--- src/rtl/core/nra_pkg.sv ---
// nra_pkg: shared constants, types and ring-neighbor helpers for the
// neighbor resource arbiter. No dependencies.
package nra_pkg;

    localparam int MAX_PARTIES = 16;
    localparam int PARTY_W     = $clog2(MAX_PARTIES);
    localparam int RING_W      = $clog2(MAX_PARTIES + 1);
    localparam int RING_MIN    = 2;
    localparam int RING_RESET  = (MAX_PARTIES < 16) ? MAX_PARTIES : 16;
    localparam int TDATA_W     = ((PARTY_W + 7) / 8) * 8;
    localparam int QUEUE_DEPTH = 2;
    localparam int QPTR_W      = $clog2(QUEUE_DEPTH);
    localparam int QCNT_W      = $clog2(QUEUE_DEPTH + 1);

    typedef enum logic {
        CMD_REQUEST = 1'b0,
        CMD_RELEASE = 1'b1
    } cmd_t;

    typedef struct packed {
        cmd_t               cmd;
        logic [PARTY_W-1:0] party;
    } cmd_item_t;

    typedef struct packed {
        logic      valid;
        cmd_item_t item;
    } push_t;

    typedef enum logic [2:0] {
        BK_IDLE,
        BK_APPLY,
        BK_LEFT,
        BK_RIGHT,
        BK_EMIT
    } back_state_t;

    function automatic logic [PARTY_W-1:0] left_of(input logic [PARTY_W-1:0] p,
                                                   input logic [RING_W-1:0] n);
        logic [RING_W-1:0] nm1;
        nm1 = n - RING_W'(1);
        return (p == '0) ? nm1[PARTY_W-1:0] : p - PARTY_W'(1);
    endfunction

    function automatic logic [PARTY_W-1:0] right_of(input logic [PARTY_W-1:0] p,
                                                    input logic [RING_W-1:0] n);
        logic [RING_W-1:0] pp1;
        pp1 = RING_W'(p) + RING_W'(1);
        return (pp1 >= n) ? '0 : pp1[PARTY_W-1:0];
    endfunction

endpackage

--- src/rtl/core/nra_front.sv ---
// nra_front: input side of the arbiter. Accepts items, drops commands for
// parties outside the ring, and pushes the rest into the command queue.
// Depends on nra_pkg.
module nra_front (
    input  logic                        s_tvalid,
    output logic                        s_tready,
    input  logic [nra_pkg::TDATA_W-1:0] s_tdata,   // [3:0] party
    input  logic                        s_tuser,   // [0] cmd
    input  logic [nra_pkg::RING_W-1:0]  ring_size,
    input  logic                        q_full,
    output nra_pkg::push_t              push
);

    logic                        accept;
    logic [nra_pkg::PARTY_W-1:0] party;
    logic                        in_range;

    assign party    = s_tdata[nra_pkg::PARTY_W-1:0];
    assign in_range = (nra_pkg::RING_W'(party) < ring_size);
    assign s_tready = !q_full;
    assign accept   = s_tvalid && s_tready;

    // out-of-range commands are swallowed here
    assign push.valid      = accept && in_range;
    assign push.item.cmd   = nra_pkg::cmd_t'(s_tuser);
    assign push.item.party = party;

endmodule

--- src/rtl/core/nra_queue.sv ---
// nra_queue: short command queue between front and back.
// Depends on nra_pkg.
module nra_queue (
    input  logic                aclk,
    input  logic                aresetn,
    input  nra_pkg::push_t      push,
    input  logic                pop,
    output logic                full,
    output logic                empty,
    output nra_pkg::cmd_item_t  head
);

    nra_pkg::cmd_item_t              mem_reg [nra_pkg::QUEUE_DEPTH];
    logic [nra_pkg::QPTR_W-1:0]      wr_ptr_reg, wr_ptr_next;
    logic [nra_pkg::QPTR_W-1:0]      rd_ptr_reg, rd_ptr_next;
    logic [nra_pkg::QCNT_W-1:0]      cnt_reg, cnt_next;
    logic                            do_push;
    logic                            do_pop;

    assign full    = (cnt_reg == nra_pkg::QCNT_W'(nra_pkg::QUEUE_DEPTH));
    assign empty   = (cnt_reg == '0);
    assign head    = mem_reg[rd_ptr_reg];
    assign do_push = push.valid && !full;
    assign do_pop  = pop && !empty;

    always_comb begin
        wr_ptr_next = wr_ptr_reg;
        rd_ptr_next = rd_ptr_reg;
        cnt_next    = cnt_reg;
        if (do_push) begin
            wr_ptr_next = (wr_ptr_reg == nra_pkg::QPTR_W'(nra_pkg::QUEUE_DEPTH - 1)) ?
                          '0 : wr_ptr_reg + nra_pkg::QPTR_W'(1);
        end
        if (do_pop) begin
            rd_ptr_next = (rd_ptr_reg == nra_pkg::QPTR_W'(nra_pkg::QUEUE_DEPTH - 1)) ?
                          '0 : rd_ptr_reg + nra_pkg::QPTR_W'(1);
        end
        if (do_push && !do_pop) begin
            cnt_next = cnt_reg + nra_pkg::QCNT_W'(1);
        end else if (do_pop && !do_push) begin
            cnt_next = cnt_reg - nra_pkg::QCNT_W'(1);
        end
    end

    always_ff @(posedge aclk) begin
        if (!aresetn) begin
            wr_ptr_reg <= '0;
            rd_ptr_reg <= '0;
            cnt_reg    <= '0;
        end else begin
            wr_ptr_reg <= wr_ptr_next;
            rd_ptr_reg <= rd_ptr_next;
            cnt_reg    <= cnt_next;
        end
    end

    always_ff @(posedge aclk) begin
        if (do_push) begin
            mem_reg[wr_ptr_reg] <= push.item;
        end
    end

endmodule

--- src/rtl/core/nra_back.sv ---
// nra_back: executes queued commands against the party state bitmaps and
// drives the result channel through an output register. Depends on nra_pkg.
module nra_back (
    input  logic                        aclk,
    input  logic                        aresetn,
    input  logic [nra_pkg::RING_W-1:0]  ring_size,
    input  logic                        q_empty,
    input  nra_pkg::cmd_item_t          q_head,
    output logic                        q_pop,
    output logic                        m_tvalid,
    input  logic                        m_tready,
    output logic [nra_pkg::TDATA_W-1:0] m_tdata,
    output logic                        m_tlast
);

    nra_pkg::back_state_t             state_reg, state_next;
    logic [nra_pkg::MAX_PARTIES-1:0]  wait_reg, wait_next;
    logic [nra_pkg::MAX_PARTIES-1:0]  grant_reg, grant_next;
    nra_pkg::cmd_item_t               cur_reg, cur_next;
    logic [nra_pkg::PARTY_W-1:0]      res_party_reg [2];
    logic [nra_pkg::PARTY_W-1:0]      res_party_next [2];
    logic [1:0]                       res_cnt_reg, res_cnt_next;
    logic                             emit_idx_reg, emit_idx_next;
    logic                             m_valid_reg, m_valid_next;
    logic [nra_pkg::PARTY_W-1:0]      m_party_reg, m_party_next;
    logic                             m_last_reg, m_last_next;

    logic [nra_pkg::PARTY_W-1:0]      left_p;
    logic [nra_pkg::PARTY_W-1:0]      right_p;
    logic [nra_pkg::PARTY_W-1:0]      target;
    logic                             nbr_free;
    logic                             try_ok;
    logic                             req_idle;
    logic                             out_free;
    logic                             last_emit;

    assign left_p  = nra_pkg::left_of(cur_reg.party, ring_size);
    assign right_p = nra_pkg::right_of(cur_reg.party, ring_size);

    always_comb begin
        case (state_reg)
            nra_pkg::BK_LEFT:  target = left_p;
            nra_pkg::BK_RIGHT: target = right_p;
            default:           target = cur_reg.party;
        endcase
    end

    // one shared grant check for whichever party the step looks at
    assign nbr_free  = !grant_reg[nra_pkg::left_of(target, ring_size)] &&
                       !grant_reg[nra_pkg::right_of(target, ring_size)];
    assign try_ok    = wait_reg[target] && nbr_free;
    assign req_idle  = !wait_reg[cur_reg.party] && !grant_reg[cur_reg.party];
    assign out_free  = !m_valid_reg || m_tready;
    assign last_emit = ({1'b0, emit_idx_reg} == (res_cnt_reg - 2'd1));

    // next state
    always_comb begin
        state_next = state_reg;
        case (state_reg)
            nra_pkg::BK_IDLE: begin
                if (!q_empty) state_next = nra_pkg::BK_APPLY;
            end
            nra_pkg::BK_APPLY: begin
                if (cur_reg.cmd == nra_pkg::CMD_REQUEST) begin
                    state_next = (req_idle && nbr_free) ? nra_pkg::BK_EMIT : nra_pkg::BK_IDLE;
                end else begin
                    state_next = grant_reg[cur_reg.party] ? nra_pkg::BK_LEFT : nra_pkg::BK_IDLE;
                end
            end
            nra_pkg::BK_LEFT: begin
                state_next = nra_pkg::BK_RIGHT;
            end
            nra_pkg::BK_RIGHT: begin
                state_next = (res_cnt_reg != 2'd0 || try_ok) ? nra_pkg::BK_EMIT
                                                             : nra_pkg::BK_IDLE;
            end
            nra_pkg::BK_EMIT: begin
                if (out_free && last_emit) state_next = nra_pkg::BK_IDLE;
            end
            default: begin
                state_next = nra_pkg::BK_IDLE;
            end
        endcase
    end

    // datapath and outputs
    always_comb begin
        wait_next         = wait_reg;
        grant_next        = grant_reg;
        cur_next          = cur_reg;
        res_party_next[0] = res_party_reg[0];
        res_party_next[1] = res_party_reg[1];
        res_cnt_next      = res_cnt_reg;
        emit_idx_next     = emit_idx_reg;
        m_valid_next      = m_valid_reg && !m_tready;
        m_party_next      = m_party_reg;
        m_last_next       = m_last_reg;
        q_pop             = 1'b0;
        case (state_reg)
            nra_pkg::BK_IDLE: begin
                if (!q_empty) begin
                    q_pop         = 1'b1;
                    cur_next      = q_head;
                    res_cnt_next  = 2'd0;
                    emit_idx_next = 1'b0;
                end
            end
            nra_pkg::BK_APPLY: begin
                if (cur_reg.cmd == nra_pkg::CMD_REQUEST) begin
                    if (req_idle) begin
                        if (nbr_free) begin
                            grant_next[cur_reg.party]     = 1'b1;
                            res_party_next[res_cnt_reg[0]] = target;
                            res_cnt_next                  = res_cnt_reg + 2'd1;
                        end else begin
                            wait_next[cur_reg.party] = 1'b1;
                        end
                    end
                end else if (grant_reg[cur_reg.party]) begin
                    grant_next[cur_reg.party] = 1'b0;
                end
            end
            nra_pkg::BK_LEFT, nra_pkg::BK_RIGHT: begin
                if (try_ok) begin
                    wait_next[target]              = 1'b0;
                    grant_next[target]             = 1'b1;
                    res_party_next[res_cnt_reg[0]] = target;
                    res_cnt_next                   = res_cnt_reg + 2'd1;
                end
            end
            nra_pkg::BK_EMIT: begin
                if (out_free) begin
                    m_valid_next  = 1'b1;
                    m_party_next  = res_party_reg[emit_idx_reg];
                    m_last_next   = last_emit;
                    emit_idx_next = !emit_idx_reg;
                end
            end
            default: begin
            end
        endcase
    end

    always_ff @(posedge aclk) begin
        if (!aresetn) begin
            state_reg    <= nra_pkg::BK_IDLE;
            wait_reg     <= '0;
            grant_reg    <= '0;
            res_cnt_reg  <= 2'd0;
            emit_idx_reg <= 1'b0;
            m_valid_reg  <= 1'b0;
        end else begin
            state_reg    <= state_next;
            wait_reg     <= wait_next;
            grant_reg    <= grant_next;
            res_cnt_reg  <= res_cnt_next;
            emit_idx_reg <= emit_idx_next;
            m_valid_reg  <= m_valid_next;
        end
    end

    always_ff @(posedge aclk) begin
        cur_reg          <= cur_next;
        res_party_reg[0] <= res_party_next[0];
        res_party_reg[1] <= res_party_next[1];
        m_party_reg      <= m_party_next;
        m_last_reg       <= m_last_next;
    end

    assign m_tvalid = m_valid_reg;
    assign m_tdata  = nra_pkg::TDATA_W'(m_party_reg);
    assign m_tlast  = m_last_reg;

    // a party is never waiting and granted at once
    a_wait_grant_excl: assert property (@(posedge aclk) disable iff (!aresetn)
        !(|(wait_reg & grant_reg)))
        else $error("party both waiting and granted");

    a_emit_has_results: assert property (@(posedge aclk) disable iff (!aresetn)
        (state_reg == nra_pkg::BK_EMIT) |-> (res_cnt_reg == 2'd1 || res_cnt_reg == 2'd2))
        else $error("emit phase with no results");

    a_final_emit_last: assert property (@(posedge aclk) disable iff (!aresetn)
        (state_reg == nra_pkg::BK_EMIT && out_free && last_emit) |=>
        (state_reg == nra_pkg::BK_IDLE && m_tvalid && m_tlast))
        else $error("final result not marked last");

    a_left_grant_lands: assert property (@(posedge aclk) disable iff (!aresetn)
        (state_reg == nra_pkg::BK_LEFT && try_ok) |=> grant_reg[$past(target)])
        else $error("left neighbor grant lost");

endmodule

--- src/rtl/core/neighbor_resource_arbiter_unit.sv ---
// neighbor_resource_arbiter_unit: top level of the ring neighbor arbiter.
// Instantiates nra_front, nra_queue and nra_back; depends on nra_pkg.
//
//  channel | direction | handshake          | payload
//  --------+-----------+--------------------+----------------------------------
//  s_      | in        | s_tvalid/s_tready  | s_tdata[3:0] party, s_tuser cmd
//  m_      | out       | m_tvalid/m_tready  | m_tdata[3:0] granted_party,
//          |           |                    | m_tlast final grant of the item
//  cfg_    | in        | cfg_we             | cfg_wdata[4:0] num_parties
//
// Sequencing: the back end handles one command at a time. A request steps
// through dequeue and apply, then emits its grant if any; a release steps
// through dequeue, apply, left check and right check, then emits each grant,
// waiting on m_tready as needed. The back end sequencer walks the neighbors
// one at a time through a single grant check.
// Reset: aresetn synchronous active low; all parties idle, num_parties = 16.
// Stalls: the 2-entry queue lets the front keep accepting items while the back
// waits on m_tready; results leave through a registered output stage.
module neighbor_resource_arbiter_unit (
    input  logic                        aclk,
    input  logic                        aresetn,
    // input items
    input  logic                        s_tvalid,
    output logic                        s_tready,
    input  logic [nra_pkg::TDATA_W-1:0] s_tdata,   // [3:0] party, [7:4] zero
    input  logic                        s_tuser,   // [0] cmd: 0 request, 1 release
    // result items
    output logic                        m_tvalid,
    input  logic                        m_tready,
    output logic [nra_pkg::TDATA_W-1:0] m_tdata,   // [3:0] granted_party, [7:4] zero
    output logic                        m_tlast,
    // configuration
    input  logic                        cfg_we,
    input  logic [nra_pkg::RING_W-1:0]  cfg_wdata
);

    logic [nra_pkg::RING_W-1:0] num_parties_reg;
    logic [nra_pkg::RING_W-1:0] ring_size;
    nra_pkg::push_t             push;
    logic                       q_full;
    logic                       q_empty;
    logic                       q_pop;
    nra_pkg::cmd_item_t         q_head;

    // raw register keeps its bits; use is clamped to the legal ring range
    always_ff @(posedge aclk) begin
        if (!aresetn) begin
            num_parties_reg <= nra_pkg::RING_W'(nra_pkg::RING_RESET);
        end else if (cfg_we) begin
            num_parties_reg <= cfg_wdata;
        end
    end

    always_comb begin
        if (num_parties_reg < nra_pkg::RING_W'(nra_pkg::RING_MIN)) begin
            ring_size = nra_pkg::RING_W'(nra_pkg::RING_MIN);
        end else if (num_parties_reg > nra_pkg::RING_W'(nra_pkg::MAX_PARTIES)) begin
            ring_size = nra_pkg::RING_W'(nra_pkg::MAX_PARTIES);
        end else begin
            ring_size = num_parties_reg;
        end
    end

    // front: accept and screen
    nra_front u_front (
        .s_tvalid  (s_tvalid),
        .s_tready  (s_tready),
        .s_tdata   (s_tdata),
        .s_tuser   (s_tuser),
        .ring_size (ring_size),
        .q_full    (q_full),
        .push      (push)
    );

    // decoupling queue
    nra_queue u_queue (
        .aclk    (aclk),
        .aresetn (aresetn),
        .push    (push),
        .pop     (q_pop),
        .full    (q_full),
        .empty   (q_empty),
        .head    (q_head)
    );

    // back: state update and grants
    nra_back u_back (
        .aclk      (aclk),
        .aresetn   (aresetn),
        .ring_size (ring_size),
        .q_empty   (q_empty),
        .q_head    (q_head),
        .q_pop     (q_pop),
        .m_tvalid  (m_tvalid),
        .m_tready  (m_tready),
        .m_tdata   (m_tdata),
        .m_tlast   (m_tlast)
    );

endmodule

--- config.mk ---
export PLATFORM = sky130hd
export DESIGN_NAME = neighbor_resource_arbiter_unit
export DESIGN_NICKNAME = d
export VERILOG_FILES = /design/src/rtl/core/nra_pkg.sv /design/src/rtl/core/nra_front.sv /design/src/rtl/core/nra_queue.sv /design/src/rtl/core/nra_back.sv /design/src/rtl/core/neighbor_resource_arbiter_unit.sv
export SDC_FILE = /design/constraint.sdc
export NUM_CORES = 1
export LEC_CHECK = 0
export ABC_AREA = 1
export BUFFER_PORTS_ARGS = -buffer_cell sky130_fd_sc_hd__buf_4
export CORE_UTILIZATION = 60
export DETAILED_ROUTE_END_ITERATION = 12
export HOLD_SLACK_MARGIN = 0.05
export PLACE_DENSITY = 0.75
export SYNTH_ARGS = -nofsm -noshare
export SYNTH_HDL_FRONTEND = slang
export SYNTH_SLANG_ARGS = --single-unit
--- constraint.sdc ---
create_clock -name aclk -period 8.09 [get_ports aclk]
set_clock_uncertainty 0.15 [all_clocks]
set_input_delay 0.4045 -clock aclk [delete_from_list [all_inputs] [get_ports aclk]]
set_output_delay 0.4045 -clock aclk [all_outputs]
set_load 0.02 [all_outputs]
**Word level (Yosys, flattened, before mapping)**

Memory sizes are Yosys's and may differ from the RTL's. A register that Yosys moved wholly into a read port is not among the register bits.
Index checks and enable logic that the tools add are counted.

- Register bits: 49
- Bits in latches: 0
- Memory bits (writable): 18
- Memory bits (read-only): 0
- Bits of input ports: 19
- Output and inout bits: 11
- Word-level logic and storage cells: 174
- Memories: 2

Memory list:

| name | depth | width | read ports | clocked after Yosys merged registers in | wr ports | RTL line | RTL |
|---|---|---|---|---|---|---|---|
| u_queue.mem_reg | 2 | 5 | 1 | 1 | 1 | nra_queue.sv:13 | `nra_pkg::cmd_item_t mem_reg [nra_pkg::QUEUE_DEPTH];` |
| u_back.res_party_reg | 2 | 4 | 3 | 1 | 2 | nra_back.sv:20 | `logic [nra_pkg::PARTY_W-1:0] res_party_reg [2];` |

- Add/subtract/negate cells: 11
- $mul: 0
- Divide/modulo/power cells: 0
- Magnitude comparators: 13
- Equality and inequality tests: 17
- Shift-type cells: 0
- Mux-type cells: 66
- Bitwise logic cells: 9
- Reduce and logical (&&, ||, !) cells: 45

Operators by type and width:

| cell | number |
|---|---|
| 2-to-1 mux 16 bit | 9 |
| case mux 16 bit (2 select lines) | 2 |
| OR 16 bit | 3 |
| bitwise AND 16 bit | 2 |
| 2-to-1 mux 8 bit | 4 |
| inverter 16 bit | 2 |
| binary-select mux 1 bit (select 4 bit) | 5 |
| < comparator 4 x 5 -> 1 bit, second input constant | 4 |
| 2-to-1 mux 4 bit | 5 |
| 2-to-1 mux 1 bit | 17 |
| 2-to-1 mux 2 bit | 8 |
| case mux 8 bit (2 select lines) | 1 |
| logical AND 1 bit | 15 |
| 2-to-1 mux 3 bit | 5 |
| case mux 3 bit (5 select lines) | 1 |
| subtractor 4 x 1 -> 4 bit, second input constant | 3 |
| logical NOT 1 bit | 11 |
| adder 4 x 1 -> 5 bit, second input constant | 2 |
| >= comparator 5 bit | 2 |
| 2-to-1 mux 5 bit | 2 |
| inequality test 2 x 1 -> 1 bit, second input constant | 5 |
| AND reduction 5 bit | 2 |
| bitwise mux 8 bit | 1 |
| demux 1 bit (select 4 bit) | 2 |
| other kinds (33) | 48 |

**Longest topological paths before layout**

Gate-level depths: netlist of the first run.

- Depth in word-level cells: 17
- Depth in mapped cells: 39
- Gate-level depth less buffers: 38

**Cells and area by module**

Synthesis of the first run repeated with hierarchy kept, for this count alone.

- Cell total of the unflattened synthesis: 856
- Area total of the unflattened synthesis: 5,710.5 µm²

By module, submodules not included:

| module | times used | cells an instance | area an instance (µm²) | seq. area each (µm²) |
|---|---|---|---|---|
| nra_back | 1 | 738 | 4,720.8 | 1,321.3 |
| nra_queue | 1 | 53 | 611.8 | 400.4 |
| neighbor_resource_arbiter_unit | 1 | 34 | 216.5 | 100.1 |
| nra_front | 1 | 31 | 161.4 | 0.0 |

**Least setup slack after synthesis of the first run**

No wires, ideal clock.

- Path type: register to register
- From: reg, netlist name u_back.cur_reg[0]
- To: mem u_back.res_party_reg[1][0] (netlist bit) (enable)
- Library setup time: 0.329 ns
- Arrival: 5.122 ns
- Data required time: 7.611 ns
- Path slack: 2.488 ns
- Cell stages (with the launch flop): 35
- Buffers on the path: 3
- Clock period less this slack: 5.602 ns
- Cells stage by stage: edfxtp_1 > inv_1 > buf_2 > buf_1 > ha_1 > ha_1 > nand2_1 > inv_1 > nand4_1 > nand3_1 > nor3_1 > nor2_4 > inv_2 > buf_6 > ha_1 > inv_1 > nand2_1 > nand2_1 > ha_1 > a21o_1 > a221oi_1 > nand3b_1 > nor2_1 > inv_1 > nand3_1 > nand3_1 > nand3_1 > nand2_1 > clkinv_1 > nand4_2 > nand2_4 > nand2_4 > nor2_1 > inv_1 > nor2_1

RTL lines:

| item | RTL line |
|---|---|
| end, declared | nra_back.sv:20 |

==> out/qor.txt, run 1 <==
Sequential fraction of the synthesis area: 0.312
First drt pass iteration count: 6
Async SR Flop Fraction: 0
Post-CTS Setup Inserts: 0
Crit path launch: u_back.cur_reg[0]
CTS tree: done
Layout cells sized above 1: 0.0991
Total global-route track usage: 0.347
Fin util: 0.656
Drt wl/cell: 16.4 µm
Row cnt: 35
CTS Sinks: 76
Synth Cell Area: 0.00578 mm²
Gr ovfl total: 0
Final antenna-violating net count: 0
Logic pwr share: 0.650
Antenna Cells: 0
Worst R2R Setup Slack: 710 ps
Sw Share: 0.561
Via count: 5895
Worst-skew pair later-pin latency: 360 ps
Crit path kind: register to register
Post-route insts no fill: 1007
IO Count: 30
Internal: 1.06 mW
Root Buffer: clkbuf_8
Slew HR: 0.272
Global-route wire length before repair: 26.8 mm
CTS Buf Count: 9
RSZ-0062 raised after global routing: false
Finish-stage setup viols: 0
Post-DP HPWL: 12.3 mm
HP Class: primary input to register
Register bit total from synthesis: 76
Placer congestion estimate: 0.971
CP peak stage delay: 940 ps
Setup crit end kind: register
Fmax: 0.135 GHz
Vias in the first global route: 5495
Worst-case clock buffer depth: 2
Hold Vio Cnt, Final: 0
Final cycle utilization of the critical path: 0.912
Seq pwr share: 0.239
Synth warnings: 0
Largest net degree at the start of global routing: 40
CP arrival: 7270 ps
Core Region: 0.00928 mm²
Cells after Synth: 870
Number of synthesized flops with an enable pin: 28
Psw: 1.35 mW
Initial antenna violation count: 0
Die Span X: 100 µm
Fill cell count: 877
Seq. cell area: 0.00180 mm²
Cell mode on critical path: nor2_1
Worst-path clk slew: 80 ps
Initial Util: 0.622
Worst Hold Launch: s_tuser
Die area: 0.0100 mm²
Placed cell count: 991
Worst Max-Slew Pin Slew: 1090 ps
Startpoint Class: register
Worst path required time: 7980 ps
Post-Route WL: 16.6 mm
H-tree levels: 3
DRC: 0
R2r startpoint: u_back.cur_reg[0]
Synth Area per Inst: 6.64 µm²
Clock power share: 0.111
# resized after CTS: 0
PwrDens: 397 mW/mm²
Status: finished, final reports clean
Static Leakage: 2.73 nW
DIE HEIGHT: 100 µm
Worst Path Max Fanout: 23
Iter 0 DRT Violations: 536
Max stage delay cell, worst path: edfxtp_1
Fin crit period: 7380 ps
Max Slew Vio Count: 0
Setup TNS: 0 ps
# nets final: 917
Max_cap viols: 0
Hold_buf cts: 0
Layout area overhead: 5.39%
Hold WS: 80.1 ps
Post-DR vias/cell: 5.85
Area of the multi-input gates: 0.00327 mm²
Peak supply drop: 0.294 mV
Cell variety after synth: 48
Ys flop type: dfxtp_1
I/O Buffers: 21
## per-stage QoR
| stage | worst slack (ps) | total power [mW] | cell area (µm²) |
|---|---|---|---|
| 2_1_floorplan | 2490 | 1.74 | 5790 |
| 3_3_place_gp | 1140 | 2.05 | 5920 |
| 3_5_place_dp | 915 | 2.10 | 5920 |
| 4_1_cts | 901 | 2.37 | 6090 |
| 5_1_grt | 64.2 | 2.60 | 6090 |
| 6_report | 709 | 2.41 | 6090 |
## per-layer routing
layer  up-vias  GRT usage  share of wire
li1       2846          -              -
met1      2640      0.461           0.41
met2       332      0.540           0.43
met3        77     0.0662           0.11
met4         0      0.176          0.049
met5         -          0              0
## layout by cell type, fill, tap and decap left out, types with 2 or more instances in the layout
cell type    n
nand3_2      5
dfxtp_1     48
nand2_4      8
or2_2        3
o21ai_1      7
nand3b_4     2
clkbuf_8     9
o31ai_1     15
xor2_1       2
clkinv_4     2
a21oi_1     67
nor2_4       2
inv_1      128
inv_2        6
a21o_1       2
nor2_1     125
nand3_1     64
buf_4       22
conb_1       4
nor3_1       4
clkinv_1     2
nor2_2      11
o21ai_0     61
o21ai_2      2
nand2_2      4
nand4_2      2
edfxtp_1    28
o211ai_1     6
ha_1        25
clkinv_2     3
nand2_1    166
nand4_1     26
## Yosys cell counts (5+ instances only)
cell type  count  area [µm²]
nand2_1      166         623
inv_1        128         480
nor2_1       125         469
a21oi_1       67         335
nand3_1       64         320
o21ai_0       61         305
dfxtp_1       48         961
edfxtp_1      28         841
nand4_1       26         163
ha_1          25         313
o31ai_1       15         113
clkbuf_1      12        45.0
nor2_2        11        68.8
buf_2          8        40.0
nand2_4        8        90.1
o21ai_1        7        35.0
buf_4          6        45.0
inv_2          6        22.5
o211ai_1       6        45.0
buf_6          5        56.3
nand3_2        5        50.1
## power groups by stage
stage / sequential, mW / combinational, mW / clock, mW
2_1_floorplan: 0.538 / 1.21 / 0
3_3_place_gp: 0.576 / 1.47 / 0
3_5_place_dp: 0.581 / 1.52 / 0
4_1_cts: 0.572 / 1.53 / 0.269
5_1_grt: 0.584 / 1.73 / 0.284
6_report: 0.577 / 1.57 / 0.268
## final cells by class
type                    instances  share of cell area
clock buffers                  10              0.0210
clock inverters                 6             0.00658
inverters                     138              0.0863
multi-input cells             626               0.536
flip-flops and latches         76               0.296
well taps                     129              0.0265
repair buffers                 22              0.0271
## final timing paths
kind                                endpoint  cells past startpoint
setup reg to reg  u_back.res_party_reg[1][1]                     31
hold reg to reg           num_parties_reg[0]                      2
setup / recovery  u_back.res_party_reg[1][1]                     31
hold / removal         u_queue.mem_reg[0][4]                      1
## critical path: cells and delay by family, from the launching register on
family                   cells  cell delay, ps
AO/OA/AOI/OAI                2             440
buffers and inverters        7             890
adder cells (fa/ha/maj)      4            1210
flip-flops                   1             940
AND/OR/NAND/NOR             18            3420
## cells by family after synthesis
| logic type | synth area share |
|---|---|
| buffers and inverters | 0.125 |
| adder cells (fa/ha/maj) | 0.0542 |
| other | 0.000649 |
| AND/OR/NAND/NOR | 0.339 |
| flip-flops | 0.312 |
| AO/OA/AOI/OAI | 0.165 |
| XOR/XNOR | 0.00455 |
Power figures use the tool's default switching activity.
==> run 2: changes to the inputs <==
Settings changed: PLACE_DENSITY 0.75 to 0.84.
==> run 2 against run 1 <==
  * Setup slack improved by 46 ps
  * Critical path depth did not move
  * Clock power grew 17%
  * Critical endpoint unchanged
  * Combinational power is essentially flat
==> out/qor.txt, run 2 (synthesis gave the netlist of run 1 again) <==
Status: finished, final reports clean
Buf/Inv on CP: 7 (unchanged)
Startpoint Class: register
Hold Vio Cnt, Final: 0 (unchanged)
Iter 0 DRT Violations: 547 (+2.1%)
Root Buffer: clkbuf_8
CP peak stage delay: 940 ps (about the same)
Clock power share: 0.127 (+0.016)
Final antenna-violating net count: 0 (unchanged)
Worst-path clk slew: 90 ps (about the same)
Most frequent cells in the layout: nand2_1 (166), inv_1 (128), nor2_1 (125)
IO Count: 30 (unchanged)
Global-route wire length before repair: 27.6 mm (+3.1%)
Total power draw: 2.47 mW (+2.4%)
Dpl cell area: 0.00593 mm² (+0.13%)
Die area: 0.0100 mm² (unchanged)
Worst-skew pair later-pin latency: 370 ps (about the same)
Kind of cell adding the most delay to the critical path: simple AND/OR/NAND/NOR gates
Max stage delay cell, worst path: edfxtp_1
Psw: 1.37 mW (+1.5%)
Largest net degree at the start of global routing: 37 (-7.5%)
Commonest non-fill, non-tap cell in the layout: nand2_1
Peak supply drop: 0.315 mV (+6.9%)
Worst path required time: 7980 ps (about the same)
Setup crit end kind: register
# nets final: 918 (+0.11%)
Static Leakage: 2.75 nW (+0.64%)
I/O Buffers: 21 (unchanged)
Die Span X: 100 µm (unchanged)
Setup TNS: 0 ps (unchanged)
Internal: 1.10 mW (+3.6%)
Post-Route WL: 17.1 mm (+3.2%)
Worst Path Max Fanout: 23 (unchanged)
Fin util: 0.661 (+0.00499)
Post-DR vias/cell: 5.92 (+1.1%)
Worst Max-Slew Pin Slew: 1080 ps (-5.05 ps)
Antenna Cells: 0 (unchanged)
Initial Util: 0.622 (unchanged)
Row cnt: 35 (unchanged)
Worst Hold Launch: s_tuser
Reg2reg path depth: 31 (unchanged)
Initial antenna violation count: 0 (unchanged)
Hold_buf cts: 0 (unchanged)
Crit path launch: u_back.cur_reg[0]
Via count: 5964 (+1.2%)
Logic pwr share: 0.639 (-0.011)
Crit path kind: register to register
Placer congestion estimate: 0.982 (+1.2%)
Drt wl/cell: 17.0 µm (+3.1%)
Seq pwr share: 0.234 (-0.005)
HP Class: primary input to register
Total global-route track usage: 0.356 (+0.00879)
WHS Path Cells: 1 (unchanged)
CTS Sinks: 76 (unchanged)
RR Endpoint: u_back.res_party_reg[1][1]
Max Slew Vio Count: 0 (unchanged)
RSZ-0062 raised after global routing: false
Sw Share: 0.556 (-0.00496)
Vias in the first global route: 5681 (+3.4%)
Layout area overhead: 6.20%
Post-CTS Setup Inserts: 0 (unchanged)
# resized after CTS: 0 (unchanged)
First drt pass iteration count: 6 (unchanged)
CTS Buf Count: 9 (unchanged)
CTS tree: done
R2r startpoint: u_back.cur_reg[0]
Core Region: 0.00928 mm² (unchanged)
DIE HEIGHT: 100 µm (unchanged)
Post-layout instance area: 0.00613 mm² (+0.76%)
Dpl ws: 989 ps (+73.7 ps)
Slew HR: 0.275 (+0.00339)
Hold Path End: u_queue.mem_reg[0][4]
Final cycle utilization of the critical path: 0.907 (-0.00574)
Worst-case clock buffer depth: 2 (unchanged)
DRC: 0 (unchanged)
Cell depth of the worst setup path: 31 (unchanged)
Post-DP HPWL: 12.4 mm (+1.0%)
Fmax: 0.136 GHz (+0.63%)
Gr ovfl total: 0 (unchanged)
Max_cap viols: 0 (unchanged)
Worst R2R Setup Slack: 760 ps (+50 ps)
Fin crit period: 7330 ps (-46.4 ps)
PwrDens: 403 mW/mm² (+1.6%)
Layout cells sized above 1: 0.101 (+0.00216)
Finish-stage setup viols: 0 (unchanged)
Setup slack after layout: 756 ps (+46.4 ps)
Cell mode on critical path: nor2_1
H-tree levels: 3 (unchanged)
CP arrival: 7220 ps (-50 ps)
run 2: changes by cell type in the layout (fill, tap and decap cells not counted), sizes merged:
cell,delta
clkinv,-3
inv,+2
buf,+1
bufinv,+1
clkbuf,-1
clkinvlp,+1
run 2: how the worst max path moves through the flow:
stage | to
after floorplan | u_back.res_party_reg[1][0]
after global placement | u_back.res_party_reg[1][3]
after detailed placement | u_back.res_party_reg[1][0]
after CTS | u_back.res_party_reg[1][1]
after global routing | u_back.res_party_reg[1][1]
final | u_back.res_party_reg[1][1]
run 2: routing by layer:
metal,track usage,share of wire
met1,0.437,0.39
met2,0.587,0.46
met3,0.104,0.12
met4,0.145,0.030
met5,0,0
run 2: power groups by stage:
stage,Combinational [mW],Clock (mW),Sequential (mW)
6_report,1.58,0.314,0.579
3_3_place_gp,1.46,0,0.576
4_1_cts,1.53,0.315,0.574
5_1_grt,1.74,0.328,0.586
2_1_floorplan,1.21,0,0.538
3_5_place_dp,1.52,0,0.581
run 2: final cells by class:
type / count / area [µm²]
Clock buffer: 9 / 124
Clock inverter: 7 / 82.6
Fill cell: 836 / 3150
Inverter: 138 / 526
Multi-Input combinational cell: 626 / 3270
Sequential cell: 76 / 1800
Tap cell: 129 / 161
Timing Repair Buffer: 23 / 173
run 2: stage by stage:
stage | hold slack [ps] | instances
final | 74.7 | 1008
after global routing | 65.2 | 1008
after CTS | 72.0 | 1008
after detailed placement | 314 | 992
after global placement | 306 | 992
after floorplan | 295 | 873
==> run 3: changes to the inputs <==
Settings changed: CELL_PAD_IN_SITES_DETAIL_PLACEMENT from default to 1, CELL_PAD_IN_SITES_GLOBAL_PLACEMENT from default to 2, CORE_UTILIZATION 60 to 35, PLACE_DENSITY 0.84 to 0.87.
==> run 3 against run 2 <==
  * Global-route usage fell by 11 points
  * Cell count is 8.9% higher
  * Utilization is 26 points lower
  * Via count decreased by 3.7%
  * Final area grew 4.3%
  * Setup slack better by 250 ps
  * Die area up 70%
  * Non-clock buffer count grew 3
  * Worst hold slack better by 14 ps
  * Sequential cell count stayed put
  * Sequential power barely moved
  * Highest routed layer unchanged
  * First-iteration DRC count shrank 32%
==> out/qor.txt, run 3 (synthesis gave the netlist of run 1 again) <==
Post-CTS Setup Inserts: 0 (unchanged)
H-tree levels: 3 (unchanged)
Reg2reg path depth: 31 (unchanged)
Initial antenna violation count: 0 (unchanged)
Layout area overhead: 10.7%
Iter 0 DRT Violations: 373 (-32%)
Max stage delay cell, worst path: edfxtp_1
DIE HEIGHT: 130 µm (+30%)
# nets final: 921 (+0.33%)
Post-Route WL: 19.5 mm (+14%)
Worst-skew pair later-pin latency: 360 ps (about the same)
Die area: 0.0170 mm² (+70%)
Max Slew Vio Count: 0 (unchanged)
Placer congestion estimate: 0.856 (-13%)
Max_cap viols: 0 (unchanged)
Drt wl/cell: 17.8 µm (+4.9%)
CTS Sinks: 76 (unchanged)
Worst path required time: 7960 ps (-20 ps)
DRC: 0 (unchanged)
RSZ-0062 raised after global routing: false
First drt pass iteration count: 5 (-1)
Root Buffer: clkbuf_16
Static Leakage: 2.83 nW (+3.0%)
CTS Buf Count: 9 (unchanged)
Peak supply drop: 0.174 mV (-45%)
Crit path kind: register to register
Cell mode on critical path: nor2_1
Largest net degree at the start of global routing: 39 (+5.4%)
Setup TNS: 0 ps (unchanged)
Placed cell count: 1082 (+9.1%)
IO Count: 30 (unchanged)
Die Span X: 130 µm (+30%)
WHS Path Cells: 1 (unchanged)
Initial Util: 0.361 (-0.261)
Cell depth of the worst setup path: 31 (unchanged)
Core Region: 0.0160 mm² (+72%)
Fmax: 0.141 GHz (+3.5%)
Buf/Inv on CP: 6 (-1)
Total global-route track usage: 0.244 (-0.112)
Vias in the first global route: 5620 (-1.1%)
Slew HR: 0.243 (-0.0317)
Post-DR vias/cell: 5.23 (-12%)
Hold_buf cts: 0 (unchanged)
Finish-stage setup viols: 0 (unchanged)
Global-route wire length before repair: 31.1 mm (+13%)
Fin crit period: 7090 ps (-246 ps)
Post-route insts no fill: 1098 (+8.9%)
Kind of cell adding the most delay to the critical path: simple AND/OR/NAND/NOR gates
Hold Vio Cnt, Final: 0 (unchanged)
CTS tree: done
Layout cells sized above 1: 0.104 (+0.00306)
Worst Path Max Fanout: 23 (unchanged)
CP peak stage delay: 920 ps (-20 ps)
Status: finished, final reports clean
HP Class: primary input to register
I/O Buffers: 21 (unchanged)
Setup crit end kind: register
Worst-case clock buffer depth: 2 (unchanged)
Most frequent cells in the layout: nand2_1 (166), inv_1 (128), nor2_1 (125)
Via count: 5743 (-3.7%)
Worst-path clk slew: 60 ps (-30 ps)
Final antenna-violating net count: 0 (unchanged)
Commonest non-fill, non-tap cell in the layout: nand2_1
PwrDens: 414 mW/mm² (+2.8%)
# resized after CTS: 0 (unchanged)
Row cnt: 46 (+31%)
Startpoint Class: register
CP arrival: 6960 ps (-260 ps)
Gr ovfl total: 0 (unchanged)
Antenna Cells: 0 (unchanged)
Worst Max-Slew Pin Slew: 1130 ps (+47.2 ps)
Post-DP HPWL: 14.2 mm (+15%)
Final cycle utilization of the critical path: 0.876 (-0.0304)
Fill cell count: 2154 (+160%)
run 3: final timing paths:
path | startpoint | end | slack, ps
worst max-delay path | u_back.cur_reg[0] | u_back.res_party_reg[1][2] | 1000
worst min-delay path | s_tuser | u_queue.mem_reg[1][4] | 90
worst max register to register | u_back.cur_reg[0] | u_back.res_party_reg[1][2] | 1000
worst min register to register | num_parties_reg[0] | num_parties_reg[0] | 330
run 3: final cells by class:
cell class                 instances  area (µm²)  area share
timing repair buffer              26         195      0.0305
inverter                         138         526      0.0822
sequential                        76        1800       0.282
clock inverter                     5        61.3     0.00959
multi-input combinational        626        3270       0.511
tap                              216         270      0.0423
clock buffer                      11         275      0.0430
run 3: worst reg2reg max path: cells and delay by family (launching register included):
| family | cells | cell delay (ps) |
|---|---|---|
| AO/OA/AOI/OAI | 3 | 840 |
| flip-flops | 1 | 920 |
| AND/OR/NAND/NOR | 18 | 3100 |
| buffers and inverters | 6 | 580 |
| adder cells (fa/ha/maj) | 4 | 1200 |
run 3: layer usage:
metal	GRT usage	wire [µm]	up-vias
li1	-	-	2854
met1	0.334	9450	2734
met2	0.396	8920	128
met3	0.0334	820	27
met4	0.0764	331	0
met5	0	0	-
run 3: power by group:
| group | total (mW) | switching [mW] | internal (mW) |
|---|---|---|---|
| Sequential | 0.579 | 0.0884 | 0.491 |
| Combinational | 1.61 | 1.14 | 0.469 |
| Clock | 0.463 | 0.184 | 0.280 |
| Total | 2.65 | 1.41 | 1.24 |
run 3: stage by stage:
step	hold slack, ps	power, mW	setup slack (ps)	instance area, µm²	utilization
after floorplan	295	1.74	2490	5790	-
after global placement	313	2.16	1160	6060	0.379
after detailed placement	322	2.18	989	6060	0.379
after CTS	82.9	2.65	962	6390	0.400
after global routing	84.3	2.87	360	6390	0.400
final	88.4	2.65	1000	6390	0.400
